[src/mkd2d_pkg.sv]
// Shared types and constants for the 2-D Minkowski distance block.
`timescale 1ns / 1ps
`default_nettype none

package mkd2d_pkg;

  // Limb width of the serial multiplier (accumulator side).
  localparam int LIMB_BITS = 16;

  // Configuration port
  localparam int CFG_IDX_W  = 2;
  localparam int CFG_DATA_W = 3;
  localparam int ORDER_W    = 3;

  localparam logic [CFG_IDX_W-1:0] CFG_ORDER = 2'd0;
  localparam logic [CFG_IDX_W-1:0] CFG_GEO   = 2'd1;

  localparam logic [ORDER_W-1:0] ORDER_RESET = 3'd2;
  localparam logic               GEO_RESET   = 1'b1;

  typedef enum logic [2:0] {
    S_IDLE,
    S_LOAD,
    S_MUL,
    S_POST,
    S_FINISH
  } state_t;

  // Which power is being built: dx^p, dy^p, or trial^p of the root search.
  typedef enum logic [1:0] {
    PH_X,
    PH_Y,
    PH_ROOT
  } phase_t;

  typedef struct packed {
    logic   capture;
    logic   load;
    logic   mul_step;
    logic   post;
    logic   out_load;
    phase_t phase;
  } ctrl_cmd_t;

  typedef struct packed {
    logic run;
    logic pow_one;
    logic limb_last;
    logic mul_last;
    logic bit_last;
  } dp_stat_t;

endpackage

`default_nettype wire

[src/minkowski_distance_2d_top.sv]
// Top level of the 2-D integer-order Minkowski distance block.
//
// One request carries two points (in_first_x/y, in_second_x/y); it is taken
// when in_valid is high and in_stall is low. One result (out_distance,
// unsigned, FRAC_BITS fraction bits, floored) leaves per request when
// out_valid is high and out_stall is low. The user must write config (order,
// geography_present) through cfg_we / cfg_index / cfg_data only while the
// block is idle; the block itself does not enforce this. Work runs through
// one limb-serial multiplier: LIMB_BITS of the power accumulator times the
// multiplicand per cycle, over NLIMB = ceil(OUT_BITS * MAX_ORDER / 16) limbs.
// With geography absent or order zero, no power is built and the result is
// zero. One request is in work at a time; the next one can be taken once the
// prior result sits in the output register, even if that is still stalled.
// A stalled result holds; the block then waits before loading a newer one.
// Reset (rst_n, synchronous) empties the block and restores order 2 and
// geography present.
`timescale 1ns / 1ps
`default_nettype none

module minkowski_distance_2d_top
  import mkd2d_pkg::*;
#(
  parameter int COORD_BITS = 16,
  parameter int MAX_ORDER  = 4,
  parameter int FRAC_BITS  = 8,
  localparam int OUT_BITS  = COORD_BITS + 1 + FRAC_BITS
) (
  input  wire logic                  clk,
  input  wire logic                  rst_n,
  input  wire logic                  cfg_we,
  input  wire logic [CFG_IDX_W-1:0]  cfg_index,
  input  wire logic [CFG_DATA_W-1:0] cfg_data,
  input  wire logic                  in_valid,
  output logic                       in_stall,
  input  wire logic [COORD_BITS-1:0] in_first_x,
  input  wire logic [COORD_BITS-1:0] in_first_y,
  input  wire logic [COORD_BITS-1:0] in_second_x,
  input  wire logic [COORD_BITS-1:0] in_second_y,
  output logic                       out_valid,
  input  wire logic                  out_stall,
  output logic [OUT_BITS-1:0]        out_distance
);

  ctrl_cmd_t cmd;
  dp_stat_t  stat;

  mkd2d_ctrl u_ctrl (
    .clk       (clk),
    .rst_n     (rst_n),
    .in_valid  (in_valid),
    .in_stall  (in_stall),
    .out_valid (out_valid),
    .out_stall (out_stall),
    .stat      (stat),
    .cmd       (cmd)
  );

  mkd2d_datapath #(
    .COORD_BITS (COORD_BITS),
    .MAX_ORDER  (MAX_ORDER),
    .FRAC_BITS  (FRAC_BITS)
  ) u_datapath (
    .clk          (clk),
    .rst_n        (rst_n),
    .cfg_we       (cfg_we),
    .cfg_index    (cfg_index),
    .cfg_data     (cfg_data),
    .in_first_x   (in_first_x),
    .in_first_y   (in_first_y),
    .in_second_x  (in_second_x),
    .in_second_y  (in_second_y),
    .cmd          (cmd),
    .stat         (stat),
    .out_distance (out_distance)
  );

endmodule

`default_nettype wire

[src/mkd2d_datapath.sv]
// Datapath: config registers, limb-serial power unit, target and root search.
`timescale 1ns / 1ps
`default_nettype none

module mkd2d_datapath
  import mkd2d_pkg::*;
#(
  parameter int COORD_BITS = 16,
  parameter int MAX_ORDER  = 4,
  parameter int FRAC_BITS  = 8,
  localparam int OUT_BITS  = COORD_BITS + 1 + FRAC_BITS
) (
  input  wire logic                  clk,
  input  wire logic                  rst_n,
  input  wire logic                  cfg_we,
  input  wire logic [CFG_IDX_W-1:0]  cfg_index,
  input  wire logic [CFG_DATA_W-1:0] cfg_data,
  input  wire logic [COORD_BITS-1:0] in_first_x,
  input  wire logic [COORD_BITS-1:0] in_first_y,
  input  wire logic [COORD_BITS-1:0] in_second_x,
  input  wire logic [COORD_BITS-1:0] in_second_y,
  input  wire ctrl_cmd_t             cmd,
  output dp_stat_t                   stat,
  output logic [OUT_BITS-1:0]        out_distance
);

  localparam int PW     = OUT_BITS * MAX_ORDER;
  localparam int NLIMB  = (PW + LIMB_BITS - 1) / LIMB_BITS;
  localparam int AW     = NLIMB * LIMB_BITS;
  localparam int LIDX_W = (NLIMB > 1) ? $clog2(NLIMB) : 1;
  localparam int P_W    = $clog2(MAX_ORDER + 1);
  localparam int SH_W   = $clog2(FRAC_BITS * MAX_ORDER + 2);
  localparam int PR_W   = LIMB_BITS + OUT_BITS;

  logic [ORDER_W-1:0]    order_r;
  logic                  geo_r;
  logic [P_W-1:0]        p_r;
  logic                  run_r;
  logic [COORD_BITS-1:0] dx_r, dy_r;
  logic [AW-1:0]         acc_r, sx_r, target_r;
  logic [OUT_BITS-1:0]   mcand_r;
  logic [OUT_BITS-1:0]   carry_r;
  logic [LIDX_W-1:0]     limb_r;
  logic [P_W-1:0]        mul_left_r;
  logic [OUT_BITS-1:0]   root_r, mask_r, dist_r;

  logic [COORD_BITS-1:0]     dx, dy;
  logic [OUT_BITS-1:0]       cand;
  logic [PR_W-1:0]           prod;
  logic [AW+LIMB_BITS-1:0]   rot;
  logic [AW-1:0]             sum;
  logic [SH_W-1:0]           shamt;
  logic [P_W-1:0]            p_sat;

  assign dx    = (in_first_x > in_second_x) ? in_first_x - in_second_x
                                            : in_second_x - in_first_x;
  assign dy    = (in_first_y > in_second_y) ? in_first_y - in_second_y
                                            : in_second_y - in_first_y;
  assign p_sat = (order_r > MAX_ORDER) ? P_W'(MAX_ORDER) : P_W'(order_r);

  assign cand  = root_r | mask_r;
  // One limb times the multiplicand, plus the carry from the limb below.
  assign prod  = PR_W'(acc_r[LIMB_BITS-1:0]) * PR_W'(mcand_r) + PR_W'(carry_r);
  // The accumulator rotates one limb per step; the new limb enters on top.
  assign rot   = {prod[LIMB_BITS-1:0], acc_r};
  assign sum   = sx_r + acc_r;
  assign shamt = SH_W'(FRAC_BITS * p_r);

  always_ff @(posedge clk) begin
    if (!rst_n) begin
      order_r <= ORDER_RESET;
      geo_r   <= GEO_RESET;
    end else if (cfg_we) begin
      case (cfg_index)
        CFG_ORDER: order_r <= cfg_data[ORDER_W-1:0];
        CFG_GEO:   geo_r   <= cfg_data[0];
        default: ;
      endcase
    end
  end

  // Counters and search mask
  always_ff @(posedge clk) begin
    if (!rst_n) begin
      limb_r     <= '0;
      mul_left_r <= '0;
      carry_r    <= '0;
      mask_r     <= '0;
    end else begin
      if (cmd.load) begin
        limb_r     <= '0;
        mul_left_r <= p_r - P_W'(1);
        carry_r    <= '0;
      end else if (cmd.mul_step) begin
        if (stat.limb_last) begin
          limb_r     <= '0;
          mul_left_r <= mul_left_r - P_W'(1);
          carry_r    <= '0;
        end else begin
          limb_r  <= limb_r + LIDX_W'(1);
          carry_r <= prod[PR_W-1:LIMB_BITS];
        end
      end
      if (cmd.post) begin
        case (cmd.phase)
          PH_Y:    mask_r <= {1'b1, {(OUT_BITS-1){1'b0}}};
          PH_ROOT: mask_r <= mask_r >> 1;
          default: ;
        endcase
      end
    end
  end

  always_ff @(posedge clk) begin
    if (cmd.capture) begin
      dx_r   <= dx;
      dy_r   <= dy;
      p_r    <= p_sat;
      run_r  <= geo_r && (order_r != '0);
      root_r <= '0;
    end
    if (cmd.load) begin
      case (cmd.phase)
        PH_X: begin
          acc_r   <= AW'(dx_r);
          mcand_r <= OUT_BITS'(dx_r);
        end
        PH_Y: begin
          acc_r   <= AW'(dy_r);
          mcand_r <= OUT_BITS'(dy_r);
        end
        default: begin
          acc_r   <= AW'(cand);
          mcand_r <= cand;
        end
      endcase
    end else if (cmd.mul_step) begin
      acc_r <= rot[AW+LIMB_BITS-1:LIMB_BITS];
    end
    if (cmd.post) begin
      case (cmd.phase)
        PH_X: sx_r     <= acc_r;
        PH_Y: target_r <= sum << shamt;
        default: begin
          if (acc_r <= target_r) root_r <= cand;
        end
      endcase
    end
    if (cmd.out_load) dist_r <= root_r;
  end

  assign stat.run       = run_r;
  assign stat.pow_one   = (p_r == P_W'(1));
  assign stat.limb_last = (limb_r == LIDX_W'(NLIMB - 1));
  assign stat.mul_last  = (mul_left_r == P_W'(1));
  assign stat.bit_last  = mask_r[0];
  assign out_distance   = dist_r;

  a_mask_onehot: assert property (@(posedge clk) disable iff (!rst_n)
    $onehot0(mask_r))
    else $error("search mask has more than one bit set");

  a_carry_cleared: assert property (@(posedge clk) disable iff (!rst_n)
    (cmd.mul_step && stat.limb_last) |=> (carry_r == '0))
    else $error("carry not cleared at end of multiply pass");

  a_zero_when_off: assert property (@(posedge clk) disable iff (!rst_n)
    (cmd.out_load && !run_r) |=> (dist_r == '0))
    else $error("nonzero distance with geography absent or order zero");

endmodule

`default_nettype wire

[src/mkd2d_ctrl.sv]
// Controller FSM: sequences powers, target build, root search and output.
`timescale 1ns / 1ps
`default_nettype none

module mkd2d_ctrl
  import mkd2d_pkg::*;
(
  input  wire logic     clk,
  input  wire logic     rst_n,
  input  wire logic     in_valid,
  output logic          in_stall,
  output logic          out_valid,
  input  wire logic     out_stall,
  input  wire dp_stat_t stat,
  output ctrl_cmd_t     cmd
);

  state_t state_r, state_nxt;
  phase_t phase_r, phase_nxt;
  logic   out_valid_r, out_valid_nxt;
  logic   out_free;

  assign out_free = !out_valid_r || !out_stall;

  always_ff @(posedge clk) begin
    if (!rst_n) begin
      state_r     <= S_IDLE;
      phase_r     <= PH_X;
      out_valid_r <= 1'b0;
    end else begin
      state_r     <= state_nxt;
      phase_r     <= phase_nxt;
      out_valid_r <= out_valid_nxt;
    end
  end

  // Next state
  always_comb begin
    state_nxt     = state_r;
    phase_nxt     = phase_r;
    out_valid_nxt = out_valid_r && out_stall;
    case (state_r)
      S_IDLE: begin
        if (in_valid) begin
          state_nxt = S_LOAD;
          phase_nxt = PH_X;
        end
      end
      S_LOAD: begin
        if (!stat.run)          state_nxt = S_FINISH;
        else if (stat.pow_one)  state_nxt = S_POST;
        else                    state_nxt = S_MUL;
      end
      S_MUL: begin
        if (stat.limb_last && stat.mul_last) state_nxt = S_POST;
      end
      S_POST: begin
        case (phase_r)
          PH_X: begin
            phase_nxt = PH_Y;
            state_nxt = S_LOAD;
          end
          PH_Y: begin
            phase_nxt = PH_ROOT;
            state_nxt = S_LOAD;
          end
          default: begin
            state_nxt = stat.bit_last ? S_FINISH : S_LOAD;
          end
        endcase
      end
      S_FINISH: begin
        if (out_free) begin
          out_valid_nxt = 1'b1;
          state_nxt     = S_IDLE;
        end
      end
      default: state_nxt = S_IDLE;
    endcase
  end

  // Outputs
  always_comb begin
    cmd          = '0;
    cmd.phase    = phase_r;
    in_stall     = 1'b1;
    case (state_r)
      S_IDLE: begin
        in_stall    = 1'b0;
        cmd.capture = in_valid;
      end
      S_LOAD:   cmd.load     = stat.run;
      S_MUL:    cmd.mul_step = 1'b1;
      S_POST:   cmd.post     = 1'b1;
      S_FINISH: cmd.out_load = out_free;
      default: ;
    endcase
  end

  assign out_valid = out_valid_r;

  a_finish_shows: assert property (@(posedge clk) disable iff (!rst_n)
    (state_r == S_FINISH && out_free) |=> (out_valid && state_r == S_IDLE))
    else $error("finished request not presented");

  a_mul_to_post: assert property (@(posedge clk) disable iff (!rst_n)
    (state_r == S_MUL && stat.limb_last && stat.mul_last) |=> (state_r == S_POST))
    else $error("power unit did not hand over after last multiply");

  a_accept_idle: assert property (@(posedge clk) disable iff (!rst_n)
    cmd.capture |=> (state_r == S_LOAD && phase_r == PH_X))
    else $error("accepted request did not start with the x power");

endmodule

`default_nettype wire

[config.mk]
export PLATFORM = sky130hd
export DESIGN_NAME = minkowski_distance_2d_top
export DESIGN_NICKNAME = d
export VERILOG_FILES = /design/src/mkd2d_pkg.sv /design/src/minkowski_distance_2d_top.sv /design/src/mkd2d_datapath.sv /design/src/mkd2d_ctrl.sv
export SDC_FILE = /design/constraint.sdc
export NUM_CORES = 2
export LEC_CHECK = 0
export BUFFER_PORTS_ARGS = -buffer_cell sky130_fd_sc_hd__clkbuf_2
export CELL_PAD_IN_SITES_DETAIL_PLACEMENT = 2
export CELL_PAD_IN_SITES_GLOBAL_PLACEMENT = 2
export CORE_MARGIN = 1.5
export CORE_UTILIZATION = 31
export DETAILED_ROUTE_END_ITERATION = 16
export PLACE_DENSITY = 0.74
export SYNTH_ARGS = -nofsm -noshare
export SYNTH_HDL_FRONTEND = slang
export SYNTH_SLANG_ARGS = --single-unit
export TNS_END_PERCENT = 100
[constraint.sdc]
create_clock -name clk -period 9.5 [get_ports clk]
set_clock_uncertainty 0.1 [all_clocks]
set_input_delay 0 -clock clk [delete_from_list [all_inputs] [get_ports clk]]
set_output_delay 0 -clock clk [all_outputs]
set_load 0.01 [all_outputs]
==> metrics.yaml <==
status:
  outcome: "completed"
clocking:
  cts_tree: "yes"
  cts_buffer_depth: 3
  cts-resized-gates: 0
  htreeDepth: 3
  cts_root_buf: "clkbuf_16"
  cts_sinks: 513
  cts_buffers: 68
  clkTransAtPathRegs_ns: 0.06
  clkLatencyLatePin_ns: 0.66
critical_path:
  cp_max_fo: 28
  cp_slowest_cell: "edfxtp_1"
  slowest_delay_ns: 1.16
  path_class: "reg -> reg"
  reg2reg_from: "u_datapath.acc_r[3]"
  cp-start-kind: "flop"
  crit_path_end: "u_datapath.carry_r[23]"
  worst_setup_path_end_kind: "flop"
  cp-startpoint: "u_datapath.acc_r[3]"
  worstRegToRegCells: 23
  critPathArrivalTime_ns: 8.56
  path_common_cell: "fa_1"
  cp_cell_sequence: "nand2_1 > fa_1 > fa_1 > fa_1 > inv_1 > fa_1 > fa_1 > inv_1 > fa_1 > inv_1 > ha_1 > nand3_1 > or2_2 > nor2_1 > o21ai_0 > o2111ai_1 > a311oi_1 > o31ai_1 > a21o_1 > a21oi_1 > o21ai_0 > xor2_1 > a22o_1"
  reg2reg_to: "u_datapath.carry_r[23]"
  cp_data_required_time_ns: 9.96
  r2r_slack_ns: 1.40
sta:
  period_share: 0.8528
  finalHoldViolCount: 0
  timing.slew.headroom: 0.1562
  hold_ws_ns: 0.04232
  worst_slack_ns: 1.398
  drv_slew: 0
  final.setup.tns_ns: 0
  min_period_ns: 8.102
  tightest_slew_ns: 1.266
  rsz0062_at_grt: "no"
  timing.fmax_mhz: 123.4
  setup_violations: 0
synthesis:
  ys_types: 98
  synth_nets: 5879
  avgSynthCellArea_um2: 9.378
  synth_area_leaders: "edfxtp_1 27%, fa_1 15%, ha_1 11%"
  synth-seq-cells: 513
  netlist_instances: 5048
  async_flop_share: 0
  synth_seq_area_share: 0.3062
  synth_largest_area_cell: "edfxtp_1"
  ys.flop_type: "edfxtp_1"
  synth_edf_count: 422
  synth_area_mm2: 0.04734
  yosys.area.top_type_share: 0.2677
  ys.warnings.count: 0
cells_and_area:
  regArea_mm2: 0.01449
  finish.net_count: 5953
  drive_gt1_frac: 0.07209
  syn_to_final_growth_pct: 11.92
  n_fill_cell: 16840
  layout_common_cells: "711 x inv_1, 547 x nand2_1, 422 x edfxtp_1"
  mostFrequentLayoutCell: "inv_1"
  final_cell_area_mm2: 0.05298
  multi_input_area_mm2: 0.02923
flow_run:
  max-cap-violations: 0
placed_design:
  place_area_mm2: 0.04982
  dpl.hpwl_mm: 143.7
  gp_congestion: 0.9103
  post-place-ws_ns: 1.486
  port-buffer-count: 100
global_routing:
  grtUsageTotal: 0.2358
  grt_max_degree: 74
  grt_overflow: 0
  grt_pass1_wl_mm: 278.7
  grt_pass1_vias: 43010
  antenna_found_initial: 11
routing:
  avgViaCountPerCell: 5.421
  drt-initial-drc-count: 2572
  firstDrtPassIters: 5
  vias: 39090
  ant_nets: 0
  route.detailed.drc: 0
  wl_per_cell_um: 25.72
  wl_mm: 185.5
floorplanning:
  die_x_um: 393.8
  core_area_mm2: 0.1517
  dieArea_mm2: 0.1551
  fp.dieH_um: 393.8
  num_io_pins: 101
  rows: 143
  start_util: 0.3120
worst_hold_path:
  hold_start: "in_first_y[11]"
  holdCritPathClass: "in -> reg"
==> metrics by stage <==
step	cells	util
final	7211	0.3492
after global routing	7206	0.3491
after CTS	7204	0.3491
after detailed placement	6991	0.3284
after global placement	6991	0.3284
after floorplan	5048	-
==> area by class of cell <==
type / count / share of cell area
multi-input cells: 3583 / 0.5516
flip-flops and latches: 513 / 0.2735
inverters: 717 / 0.05094
well taps: 2030 / 0.04794
repair buffers: 239 / 0.03344
clock buffers: 80 / 0.03297
clock inverters: 42 / 0.009257
diodes: 7 / 0.0003306
==> cell families (layout without fill, tap and decap cells) <==
kind of cell,Yosys count,count (layout),synth area share
adders and majority gates,757,757,0.2556
and+or+nand+nor,1408,1408,0.1417
AOI/OAI and AO/OA,1097,1097,0.1521
other,0,7,0
xor gates and xnor gates,165,165,0.03053
buffers and inverters,952,1078,0.07717
DFF,513,513,0.3062
muxes,156,156,0.03671
==> cell usage after synthesis (10+ instances only) <==
cell and instances:
inv_1 715, nand2_1 548, edfxtp_1 422, ha_1 407
fa_1 350, a21oi_1 296, and2_1 256, nor2_1 253
o21ai_0 212, clkbuf_1 197, a21o_1 165, xnor2_1 108
mux2i_1 96, dfxtp_1 91, nand4_1 85, nand3_1 73
nor3_1 59, xor2_1 57, mux2_2 51, o21bai_1 50
a31oi_1 42, a21boi_0 38, a22o_1 33, nor2b_1 30
a22oi_1 29, o21a_1 29, o211ai_1 24, o22ai_1 23
a211oi_1 21, and3_1 20, a221oi_1 18, nand2b_1 16
or2_2 16, buf_1 15, nor4_1 14, or3_1 13
buf_2 10
==> what timing repair did <==
item,CTS,global route
setup buffers,0,0
setup endpoints to repair,0,0
endpoints found under the hold margin,120,0
hold buffers,91,0
==> metal layers <==
metal	global-route usage	wire (um)	part of all wire	vias up
met3	0.02530	9103	0.049	282
met5	0	0	0	-
li1	-	-	-	17360
met4	0.08639	7144	0.039	0
met2	0.4046	90480	0.49	1035
met1	0.3056	78720	0.42	20410
==> worst max-delay path, delay by kind of cell, from the launching register on <==
| kind | cells | cell delay [ns] |
|---|---|---|
| fa+ha+maj | 7 | 3.49 |
| xor+xnor | 1 | 0.10 |
| simple gates | 4 | 0.80 |
| flops | 1 | 1.16 |
| compound gates | 8 | 2.12 |
| buf+inv | 3 | 0.17 |
==> worst min path at each step <==
stage	to	slack, ns	depth (start not counted)
2_1_floorplan	u_datapath.geo_r	0.03	2
3_3_place_gp	u_datapath.order_r[1]	0.15	3
3_5_place_dp	u_datapath.order_r[1]	0.17	3
4_1_cts	u_datapath.dy_r[12]	0.002	5
5_1_grt	u_datapath.dy_r[12]	0.04	5
6_report	u_datapath.dy_r[12]	0.04	5
==> flip-flops by register name, summed over array words and instances, names as in the netlist, 25 cells and up <==
name,flops
u_datapath.acc_r,112
u_datapath.sx_r,112
u_datapath.target_r,112
u_datapath.carry_r,25
u_datapath.mask_r,25
u_datapath.mcand_r,25
u_datapath.out_distance,25
u_datapath.root_r,25
Power is left out: the tool's default activity adds up to more than one toggle a clock period on the data nets, which glitch-free logic cannot reach.
